===== config.mk =====
export PLATFORM = sky130hd
export DESIGN_NAME = mbe_regs
export DESIGN_NICKNAME = d
export VERILOG_FILES = /design/src/mbe_pkg.sv /design/src/mbe_regs.sv
export SDC_FILE = /design/constraint.sdc
export NUM_CORES = 1
export LEC_CHECK = 0
export BUFFER_PORTS_ARGS = -buffer_cell sky130_fd_sc_hd__buf_2
export CAP_MARGIN = 10
export CORE_UTILIZATION = 50
export DETAILED_ROUTE_END_ITERATION = 7
export GPL_TIMING_DRIVEN = 0
export PLACE_DENSITY = 0.81
export REMOVE_ABC_BUFFERS = 1
export SLEW_MARGIN = 20
export SYNTH_ARGS = -nofsm -noshare
export SYNTH_HDL_FRONTEND = slang
export SYNTH_SLANG_ARGS = --single-unit

===== constraint.sdc =====
create_clock -name clk -period 2.12 [get_ports clk]
set_input_delay 0.106 -clock clk [delete_from_list [all_inputs] [get_ports clk]]
set_output_delay 0.106 -clock clk [all_outputs]
set_load 0.05 [all_outputs]

===== src/mbe_pkg.sv =====
// shared types, register codes and fixed-point helpers for the escape-time block
`default_nettype none

package mbe_pkg;

    localparam int ITER_LIMIT_DEF = 256;

    localparam int OFS_W  = 48;
    localparam int SCL_W  = 48;
    localparam int ITR_W  = 9;
    localparam int PIX_W  = 12;
    localparam int WORD_W = 64;
    localparam int PROD_W = 128;
    localparam int ADDR_W = 6;

    // register indexes (byte address is 8 times the index)
    localparam logic [2:0] REG_X_OFFSET  = 3'd0;
    localparam logic [2:0] REG_Y_OFFSET  = 3'd1;
    localparam logic [2:0] REG_X_SCALE   = 3'd2;
    localparam logic [2:0] REG_Y_SCALE   = 3'd3;
    localparam logic [2:0] REG_MAX_ITERS = 3'd4;

    localparam logic [SCL_W-1:0] SCALE_RST = 48'h0100_0000_0000;
    localparam logic [ITR_W-1:0] ITERS_RST = 9'd256;

    // right-shift selections applied to a full product
    localparam logic [1:0] SH_MAP   = 2'd0;  // Q33.64 to Q6.58
    localparam logic [1:0] SH_SQ    = 2'd1;  // Q12.116 to Q6.58
    localparam logic [1:0] SH_CROSS = 2'd2;  // doubled cross term
    localparam logic [1:0] SH_MAG   = 2'd3;  // Q12.116 to Q8.56

    localparam logic [WORD_W-1:0] FOUR_Q856 = 64'h0400_0000_0000_0000;
    localparam logic [WORD_W-1:0] SMAX      = 64'h7FFF_FFFF_FFFF_FFFF;
    localparam logic [WORD_W-1:0] SMIN      = 64'h8000_0000_0000_0000;

    typedef struct packed {
        logic [OFS_W-1:0] x_offset;
        logic [OFS_W-1:0] y_offset;
        logic [SCL_W-1:0] x_scale;
        logic [SCL_W-1:0] y_scale;
        logic [ITR_W-1:0] max_iters;
    } cfg_t;

    typedef struct packed {
        logic busy;
        logic done;
    } mul_stat_t;

    function automatic logic [WORD_W-1:0] abs64(input logic [WORD_W-1:0] a);
        abs64 = a[WORD_W-1] ? (~a + 64'd1) : a;
    endfunction

    // shift a product right and clamp to 64 unsigned bits
    function automatic logic [WORD_W-1:0] usat_shr(input logic [PROD_W-1:0] p,
                                                   input logic [1:0] sel);
        logic [WORD_W-1:0] v;
        logic              ovf;
        v   = '0;
        ovf = 1'b0;
        unique case (sel)
            SH_MAP:   begin v = p[69:6];   ovf = |p[127:70];  end
            SH_SQ:    begin v = p[121:58]; ovf = |p[127:122]; end
            SH_CROSS: begin v = p[120:57]; ovf = |p[127:121]; end
            SH_MAG:   begin v = p[123:60]; ovf = |p[127:124]; end
        endcase
        usat_shr = ovf ? '1 : v;
    endfunction

    // apply sign to a magnitude, clamping to the signed range
    function automatic logic [WORD_W-1:0] to_signed_sat(input logic [WORD_W-1:0] m,
                                                        input logic neg);
        if (neg)
            to_signed_sat = m[WORD_W-1] ? SMIN : (~m + 64'd1);
        else
            to_signed_sat = m[WORD_W-1] ? SMAX : m;
    endfunction

    function automatic logic [WORD_W-1:0] sat_add(input logic [WORD_W-1:0] a,
                                                  input logic [WORD_W-1:0] b);
        logic [WORD_W:0] s;
        s = {a[WORD_W-1], a} + {b[WORD_W-1], b};
        if (s[WORD_W] != s[WORD_W-1])
            sat_add = s[WORD_W] ? SMIN : SMAX;
        else
            sat_add = s[WORD_W-1:0];
    endfunction

    function automatic logic [WORD_W-1:0] usat_add(input logic [WORD_W-1:0] a,
                                                   input logic [WORD_W-1:0] b);
        logic [WORD_W:0] s;
        s = {1'b0, a} + {1'b0, b};
        usat_add = s[WORD_W] ? '1 : s[WORD_W-1:0];
    endfunction

endpackage

`default_nettype wire


===== src/mbe_regs.sv =====
// configuration register file behind the apb port
`default_nettype none

module mbe_regs (
    input  wire logic                          clk,
    input  wire logic                          rst_n,
    input  wire logic                          psel,
    input  wire logic                          penable,
    input  wire logic                          pwrite,
    input  wire logic [mbe_pkg::ADDR_W-1:0]    paddr,
    input  wire logic [mbe_pkg::WORD_W-1:0]    pwdata,
    output logic      [mbe_pkg::WORD_W-1:0]    prdata,
    output logic                               pready,
    output mbe_pkg::cfg_t                      cfg
);

    mbe_pkg::cfg_t cfg_reg, cfg_next;
    logic [2:0]    idx;
    logic          wr_en;

    assign idx    = paddr[5:3];
    assign pready = 1'b1;
    assign wr_en  = psel & penable & pwrite & pready;

    always_comb
    begin
        cfg_next = cfg_reg;
        if (wr_en)
        begin
            unique case (idx)
                mbe_pkg::REG_X_OFFSET:  cfg_next.x_offset  = pwdata[mbe_pkg::OFS_W-1:0];
                mbe_pkg::REG_Y_OFFSET:  cfg_next.y_offset  = pwdata[mbe_pkg::OFS_W-1:0];
                mbe_pkg::REG_X_SCALE:   cfg_next.x_scale   = pwdata[mbe_pkg::SCL_W-1:0];
                mbe_pkg::REG_Y_SCALE:   cfg_next.y_scale   = pwdata[mbe_pkg::SCL_W-1:0];
                mbe_pkg::REG_MAX_ITERS: cfg_next.max_iters = pwdata[mbe_pkg::ITR_W-1:0];
                default:                cfg_next = cfg_reg;
            endcase
        end
    end

    always_comb
    begin
        prdata = '0;
        unique case (idx)
            mbe_pkg::REG_X_OFFSET:  prdata = {{16{cfg_reg.x_offset[47]}}, cfg_reg.x_offset};
            mbe_pkg::REG_Y_OFFSET:  prdata = {{16{cfg_reg.y_offset[47]}}, cfg_reg.y_offset};
            mbe_pkg::REG_X_SCALE:   prdata = {16'd0, cfg_reg.x_scale};
            mbe_pkg::REG_Y_SCALE:   prdata = {16'd0, cfg_reg.y_scale};
            mbe_pkg::REG_MAX_ITERS: prdata = {55'd0, cfg_reg.max_iters};
            default:                prdata = '0;
        endcase
    end

    always_ff @(posedge clk or negedge rst_n)
    begin
        if (!rst_n)
        begin
            cfg_reg.x_offset  <= '0;
            cfg_reg.y_offset  <= '0;
            cfg_reg.x_scale   <= mbe_pkg::SCALE_RST;
            cfg_reg.y_scale   <= mbe_pkg::SCALE_RST;
            cfg_reg.max_iters <= mbe_pkg::ITERS_RST;
        end
        else
        begin
            cfg_reg <= cfg_next;
        end
    end

    assign cfg = cfg_reg;

endmodule

`default_nettype wire


==> out/qor.yml, run 1 <==
io_buffers: 320
synth-adder-area-share_pct: 0
synth_top_area_share_pct: 53.9
grtUsageTotal_pct: 26.6
period_share_pct: 93.4
rows: 49
h-tree-depth: 1
drt-total-wl_um: 25400
cap_violations: 0
worst_pin_slew_ns: 0.762
largest_reg_flops: 201
maxSlewHeadroom_pct: 49.0
fill_cells: 1190
start_util_pct: 51.1
path_max_fanout: 27
antenna_found_initial: 0
wl_per_cell_um: 21.4
ys_ff_latch: 201
synth.distinct_cells: 27
rsz0062_at_grt: "no"
cp_data_required_time_ns: 2.01
final_common_cell: "buf_2"
yosys.area_share.simple_pct: 4.06
ir_worst_vdd_mv: 1.01
synth_area_leader_cell: "dfrtp_1"
via_per_inst: 5.58
drt_iter0_drc: 220
drive_above_1_share_pct: 64.4
clkLatencyLatePin_ns: 0.50
hold_path.class: "input pin to async pin"
startpoint: "paddr[3]"
fin_cells: 1189
ys_seq_area_share_pct: 54.8
areaGrowthSynthToFinish_pct: 35.2
cts-buffers-inserted: 23
max_freq_mhz: 505
die_area_sq_um: 18900
final-max-slew-violation-count: 0
status: "finished, final reports clean"
syn_inst: 585
diodes: 0
synth.area.top_cells: "dfrtp_1 54%, mux2_2 23%, mux4_2 9.3%"
finalHoldViolations: 0
drc: 0
seq_area_sq_um: 5030
fp.dieH_um: 138
power_density_nw_per_um2: 1230
final_cell_mix: "317 x buf_2, 198 x dfrtp_1, 190 x mux2_2"
cts_tree: "built"
grt_max_degree: 98
place_ws_ns: -0.147
place.gp.congestion: 0.768
ys_warn_count: 0
fin_worst_skew_ns: 0
arrival_ns: 1.87
vias: 6637
synth_top_family_by_area: "multiplexers"
start_kind: "input pin"
clk_pin_slew_ns: 0.07
coreArea_sq_um: 18000
cts_buffer_depth: 3
pin_count: 341
dr.pass1.iters: 4
dp_hpwl_um: 16600
die-width_um: 138
synthXorXnorAreaFrac_pct: 0
multi_input_area_sq_um: 3860
cts-root-buf: "clkbuf_16"
final_util_pct: 69.1
setup_viol: 0
postCtsSetupBuffers: 0
grt.overflow.total: 0
cts_num_sinks: 201
netlist_area_sq_um: 9190
fin_crit_ns: 1.98
synth.area.mux_share_pct: 36.3
endpoint_kind: "output port"
grt_pass1_vias: 6914
ant_nets: 0
avgSynthCellArea_sq_um: 15.7
synth_compound_area_share_pct: 1.14
timing.rr.start: "cfg[57]"
setup_slack_ns: 0.141
finalNetCount: 1018
dp.cells: 1098
crit_type: "input pin to output port"
grt_pass1_wl_um: 38200
power.leakage_nw: 6.27
-- routing by layer --
layer / wire length, um / track usage (%) / vias up
met3: 1810 / 6.40 / 51
met5: 0 / 0 / -
met4: 664 / 10.0 / 0
li1: - / - / 2866
met2: 13200 / 46.4 / 290
met1: 9670 / 31.7 / 3430
-- report_power, final --
| group | switching, W | leakage [nW] | internal (W) |
|---|---|---|---|
| sequential | 0.000596 | 2.56 | 0.00460 |
| combinational | 0.00423 | 3.31 | 0.00163 |
| clock | 0.00161 | 0.399 | 0.00267 |
-- critical path: stages --
cell	delay [ns]
buf_4	0.47
buf_12	0.29
nand2b_1	0.33
o32ai_1	0.25
a21o_1	0.12
buf_2	0.28
-- worst paths after layout --
kind | endpoint | slack (ns) | depth (start not counted)
worst max register to register | cfg[57] | 1.25 | 1
min in group clk | cfg[158] | 0.21 | 4
max in group asynchronous | cfg[85] | 1.31 | 3
worst min register to register | cfg[145] | 0.50 | 1
worst max-delay path | prdata[1] | 0.14 | 6
worst min-delay path | cfg[4] | 0.03 | 2
-- logic make-up after synthesis --
family	after synthesis
AOI/OAI and AO/OA	11
buffers and inverters	54
DFF	201
muxes	259
other	1
and+or+nand+nor	59
-- metrics by stage --
step / total power (W) / setup TNS (ns) / area, sq um / hold WS (ns)
after floorplan: 0.00944 / -383.89 / 8850 / -0.190
after global placement: 0.0108 / -1175.45 / 10700 / 0.367
after detailed placement: 0.0110 / -4.81 / 11100 / -0.0429
after CTS: 0.0154 / 0 / 12400 / 0.0253
after global routing: 0.0159 / 0 / 12400 / 0.0261
final: 0.0153 / 0 / 12400 / 0.0305
-- cell type report --
cell class / instances / area share (%)
clock inverters: 12 / 1.44
repair buffers: 386 / 19.3
inverters: 1 / 0.0302
flip-flops and latches: 201 / 40.5
well taps: 229 / 2.31
multi-input cells: 330 / 31.1
clock buffers: 30 / 5.25
-- cell usage after synthesis --
cell,count
a21o_1,1
buf_6,2
and2_1,38
nor3b_2,1
nor3_4,1
o32ai_1,1
nand2b_1,2
dfrtp_1,198
mux2_2,190
nand2_1,1
nor2_1,12
buf_1,2
nand4b_4,1
a31o_2,1
nor3_2,1
clkbuf_1,5
nor3_1,1
buf_4,27
a221o_1,8
nand4_1,1
mux2i_1,11
dfstp_2,3
buf_2,17
mux4_2,38
mux2_1,20
conb_1,1
inv_1,1
-- what timing repair did --
item                                    4_1_cts  5_1_grt
endpoints found under the setup margin       20        5
hold buffers                                 49        0
gates resized for setup                       2        1
hold endpoints to repair                    400        0
(Power assumes the default switching activity.)
==> run 2, diff against run 1 <==
BUFFER_PORTS_ARGS = default   (was -buffer_cell sky130_fd_sc_hd__buf_2)
CORE_UTILIZATION = 52   (was 50)
CTS_CLUSTER_DIAMETER = 100   (was default)
DONT_BUFFER_PORTS = 1   (was default)
GPL_TIMING_DRIVEN = default   (was 0)
PLACE_DENSITY = 0.67   (was 0.81)
==> out/qor.yml, run 2 (synthesis gave the netlist of run 1 again) <==
status: "complete, but fails checks"
violations: "hold timing"
max_freq_mhz: 480  # -5.0%
clk_pin_slew_ns: 0.06  # about the same
drive_above_1_share_pct: 51.9  # -13 points
cap_violations: 0  # unchanged
fin_crit_ns: 2.08  # +0.104 ns
power_density_nw_per_um2: 1290  # +4.8%
reg2reg_depth: 1  # unchanged
clkLatencyLatePin_ns: 0.48  # -0.02 ns
power_frac_comb_pct: 22.5  # -16 points
period_share_pct: 98.2  # +4.9 points
final_cell_mix: "190 x mux2_2, 185 x dfrtp_1, 70 x buf_4"
grtUsageTotal_pct: 26.3  # -0.30 points
final_common_cell: "mux2_2"
regToRegSetupSlack_ns: 1.04  # -0.21 ns
vias: 5561  # -16%
drc: 0  # unchanged
dr.pass1.iters: 4  # unchanged
ant_nets: 0  # unchanged
wl_per_cell_um: 25.8  # +21%
rows: 48  # -2.0%
place_ws_ns: 0.386  # +0.533 ns
power.leakage_nw: 5.01  # -20%
dp_hpwl_um: 15300  # -7.5%
io_buffers: 0  # -100%
cts_num_sinks: 201  # unchanged
fin_setup_tns_ns: 0  # unchanged
finalHoldViolations: 201  # +201
fin_total_pwr_w: 0.0144  # -6.2%
setup_viol: 0  # unchanged
grt_pass1_vias: 6161  # -11%
final-max-slew-violation-count: 0  # unchanged
ir_worst_vdd_mv: 0.853  # -15%
finalNetCount: 758  # -26%
hold_path.class: "input pin to async pin"
endpoint_kind: "output port"
cts_tree: "built"
via_per_inst: 6.02  # +7.9%
crit_slowest_cell: "dfrtp_1"
fp.dieH_um: 135  # -1.9%
cpPeakStageDelay_ns: 0.58  # +0.11 ns
crit_family: "flip-flops"
die_area_sq_um: 18200  # -3.8%
holdWs_ns: -0.700  # -0.730 ns
h-tree-depth: 1  # unchanged
crit_type: "flop to output port"
largest_reg_flops: 201  # unchanged
timing.rr.start: "cfg[62]"
cp_data_required_time_ns: 2.01  # about the same
cts-root-buf: "clkbuf_16"
power.switching_w: 0.00601  # -6.5%
grt_pass1_wl_um: 36400  # -4.7%
grt.overflow.total: 0  # unchanged
multi_input_area_sq_um: 3850  # -0.13%
start_util_pct: 53.1  # +2.0 points
grt_max_degree: 202  # +110%
drt_iter0_drc: 220  # unchanged
diodes: 0  # unchanged
cts_buffer_depth: 3  # unchanged
fin_worst_skew_ns: 0  # unchanged
netSwitchingFraction_pct: 41.8  # -0.15 points
dp.cells: 833  # -24%
worst_pin_slew_ns: 0.654  # -0.108 ns
rsz0062_at_grt: "yes"
start_kind: "flop"
antenna_found_initial: 0  # unchanged
path_buf_inv: 0  # -3
fin_cells: 923  # -22%
timing.rr.end: "cfg[62]"
cts-buffers-inserted: 22  # -4.3%
arrival_ns: 1.98  # +0.11 ns
maxSlewHeadroom_pct: 56.4  # +7.4 points
seq_area_sq_um: 5050  # +0.32%
place.gp.congestion: 0.790  # +2.8%
seq_power_share_pct: 49.6  # +16 points
path_cells: "mux4_2 > and2_1"
setup_slack_ns: 0.0373  # -0.104 ns
pin_count: 341  # unchanged
cts_hold_buf: 50  # +2.0%
p_int_w: 0.00837  # -6.0%
areaGrowthSynthToFinish_pct: 21.0
path_max_fanout: 3  # -89%
coreArea_sq_um: 17300  # -3.7%
die-width_um: 135  # -1.9%
fill_cells: 1247  # +4.8%
drt-total-wl_um: 23800  # -6.2%
clock_power_share_pct: 27.9  # about the same
run 2: final cells by class:
cell class	count	share of cell area [%]
Clock inverter	5	0.923
Multi-Input combinational cell	330	34.7
Sequential cell	201	45.4
Inverter	1	0.0338
Clock buffer	34	6.00
Timing Repair Buffer	127	10.4
Tap cell	225	2.53
run 2: worst max-delay path by stage:
stage,slack [ns],to,cells past startpoint,startpoint
2_1_floorplan,-16.19,prdata[47],3,cfg[152]
3_3_place_gp,0.40,prdata[47],4,cfg[152]
3_5_place_dp,0.39,prdata[47],4,cfg[152]
4_1_cts,-0.009,prdata[47],4,cfg[152]
5_1_grt,-0.03,prdata[47],4,cfg[200]
6_report,0.04,prdata[31],2,cfg[40]
run 2: routing by layer:
layer	vias to the layer above	global-route usage, %	wire length [um]
met3	35	9.05	2360
met1	2942	29.9	8720
met4	0	7.43	484
met5	-	0	0
li1	2332	-	-
met2	252	46.7	12300
run 2: power by group through the flow:
stage | sequential [W] | clock (W) | combinational [W]
global placement | 0.00715 | 0 | 0.00305
detailed placement | 0.00720 | 0 | 0.00312
global route | 0.00724 | 0.00423 | 0.00338
floorplan | 0.00779 | 0 | 0.00165
CTS | 0.00713 | 0.00409 | 0.00325
finish | 0.00713 | 0.00401 | 0.00323
run 2: through the flow:
step	area, sq um	util, %
CTS	11100	64.2
floorplan	8850	-
finish	11100	64.2
global placement	9800	56.7
global route	11100	64.2
detailed placement	9800	56.7
run 2: what timing repair did:
action,4_1_cts,5_1_grt
setup endpoints to repair,3,12
setup buffers,1,0
hold endpoints to repair,402,201
gates resized for setup,3,13
==> run 3, diff against run 2 <==
CORE_ASPECT_RATIO = 1.75   (was default)
CORE_MARGIN = 2   (was default)
==> out/qor.yml, run 3 (synthesis gave the netlist of run 1 again) <==
status: "complete, but fails checks"
violations: "hold timing"
arrival_ns: 2.00  # +0.02 ns
dp.cells: 851  # +2.2%
vias: 5577  # +0.29%
maxSlewHeadroom_pct: 54.5  # -1.9 points
cts_buffer_depth: 3  # unchanged
cts_tree: "built"
largest_reg_flops: 201  # unchanged
cts_hold_buf: 50  # unchanged
final_cell_mix: "192 x dfrtp_1, 190 x mux2_2, 80 x buf_4"
drc: 0  # unchanged
setup_slack_ns: 0.0140  # -0.0233 ns
hold_path.class: "input pin to async pin"
met2_length_um: 12800  # +4.5%
cts_num_sinks: 201  # unchanged
reg2reg_depth: 1  # unchanged
cp_data_required_time_ns: 2.01  # about the same
top_layer_used: "met4"
worst_pin_slew_ns: 0.683  # +0.0289 ns
io_buffers: 0  # unchanged
grt_pass1_vias: 6331  # +2.8%
diodes: 0  # unchanged
dr.pass1.iters: 4  # unchanged
clkLatencyLatePin_ns: 0.47  # about the same
cts-root-buf: "clkbuf_16"
cap_violations: 0  # unchanged
wl_per_cell_um: 25.7  # -0.33%
coreArea_sq_um: 17400  # +0.46%
rsz0062_at_grt: "yes"
h-tree-depth: 1  # unchanged
final_common_cell: "dfrtp_1"
fin_cells: 933  # +1.1%
rows: 64  # +33%
crit_type: "flop to output port"
fin_worst_skew_ns: 0  # unchanged
grt_max_degree: 202  # unchanged
areaGrowthSynthToFinish_pct: 21.1
via_per_inst: 5.98  # -0.79%
fin_setup_tns_ns: 0  # unchanged
clk_pin_slew_ns: 0.07  # about the same
place_ws_ns: 0.369  # -0.0178 ns
postCtsSetupBuffers: 0  # -1
setup_viol: 0  # unchanged
ir_worst_vdd_mv: 0.829  # -2.8%
power.leakage_nw: 5.05  # +0.78%
dp_hpwl_um: 15300  # about the same
drt-total-wl_um: 24000  # +0.75%
drive_above_1_share_pct: 51.9  # about the same
power_frac_comb_pct: 25.0  # +2.5 points
met3_length_um: 2080  # -12%
fill_cells: 1314  # +5.4%
fin_total_pwr_w: 0.0142  # -1.3%
netSwitchingFraction_pct: 41.7  # -0.072 points
grt_pass1_wl_um: 36900  # +1.6%
die_area_sq_um: 18800  # +3.2%
cts-buffers-inserted: 18  # -18%
endpoint_kind: "output port"
fin_crit_ns: 2.11  # +0.0233 ns
antenna_found_initial: 0  # unchanged
finalHoldViolations: 201  # unchanged
start_kind: "flop"
start_util_pct: 52.9  # -0.24 points
seq_power_share_pct: 48.6  # -1.0 points
holdWs_ns: -0.683  # +0.0172 ns
max_freq_mhz: 475  # -1.1%
grt.overflow.total: 0  # unchanged
power.switching_w: 0.00592  # -1.5%
power_density_nw_per_um2: 1270  # -1.5%
clock_power_share_pct: 26.3  # -1.6 points
period_share_pct: 99.3  # +1.1 points
path_max_fanout: 17  # +14
drt-met1-wl_um: 8020  # -8.0%
finalNetCount: 765  # +0.92%
place.gp.congestion: 0.784  # -0.68%
ant_nets: 0  # unchanged
drt_iter0_drc: 197  # -10%
fp.dieH_um: 180  # +33%
die-width_um: 104  # -23%
regToRegSetupSlack_ns: 1.02  # -0.02 ns
grtUsageTotal_pct: 25.3  # -0.96 points
final-max-slew-violation-count: 0  # unchanged
p_int_w: 0.00826  # -1.2%
pin_count: 341  # unchanged
[run 3: power by group through the flow]
stage / Sequential (W) / Combinational (W) / Clock, W
final: 0.00689 / 0.00355 / 0.00374
after global routing: 0.00699 / 0.00370 / 0.00396
after CTS: 0.00690 / 0.00358 / 0.00382
after detailed placement: 0.00697 / 0.00345 / 0
after global placement: 0.00689 / 0.00337 / 0
after floorplan: 0.00779 / 0.00165 / 0
[run 3: path summary, 6_finish.rpt]
check	endpoint	start
setup / recovery	prdata[47]	cfg[152]
hold / removal	cfg[27]	rst_n
setup reg to reg	cfg[134]	cfg[134]
min in group clk	cfg[200]	paddr[3]
max in group asynchronous	cfg[8]	rst_n
hold reg to reg	cfg[142]	cfg[142]
[run 3: repair_timing]
item	in CTS	in global routing
setup endpoints to repair	5	8
hold endpoints to repair	402	201
gates resized for setup	3	7
[run 3: area by class of cell]
cell class / count / area [sq um] / area share, %
Clock buffer: 28 / 579 / 5.21
Clock inverter: 4 / 120 / 1.08
Inverter: 1 / 3.75 / 0.0337
Multi-Input combinational cell: 330 / 3850 / 34.6
Sequential cell: 201 / 5040 / 45.3
Tap cell: 231 / 289 / 2.60
Timing Repair Buffer: 138 / 1240 / 11.1
[run 3: metrics by stage]
step | instance area [sq um] | utilization, % | hold slack [ns]
after CTS | 11100 | 64.0 | -0.695
after floorplan | 8850 | - | -0.190
after global routing | 11100 | 64.0 | -0.701
after global placement | 9910 | 57.0 | -0.184
after detailed placement | 9910 | 57.0 | -0.183
final | 11100 | 64.0 | -0.683
[run 3: worst max-delay path, stage by stage (launching register included)]
cell,delay [ns]
dfrtp_1,0.35
mux2i_1,0.08
nor3_2,0.17
clkbuf_16,0.61
a31o_4,0.28
[run 3: per-layer routing]
layer | vias to the layer above | GRT usage [%]
met2 | 250 | 45.4
li1 | 2347 | -
met1 | 2918 | 26.5
met3 | 62 | 8.41
met4 | 0 | 11.6
met5 | - | 0
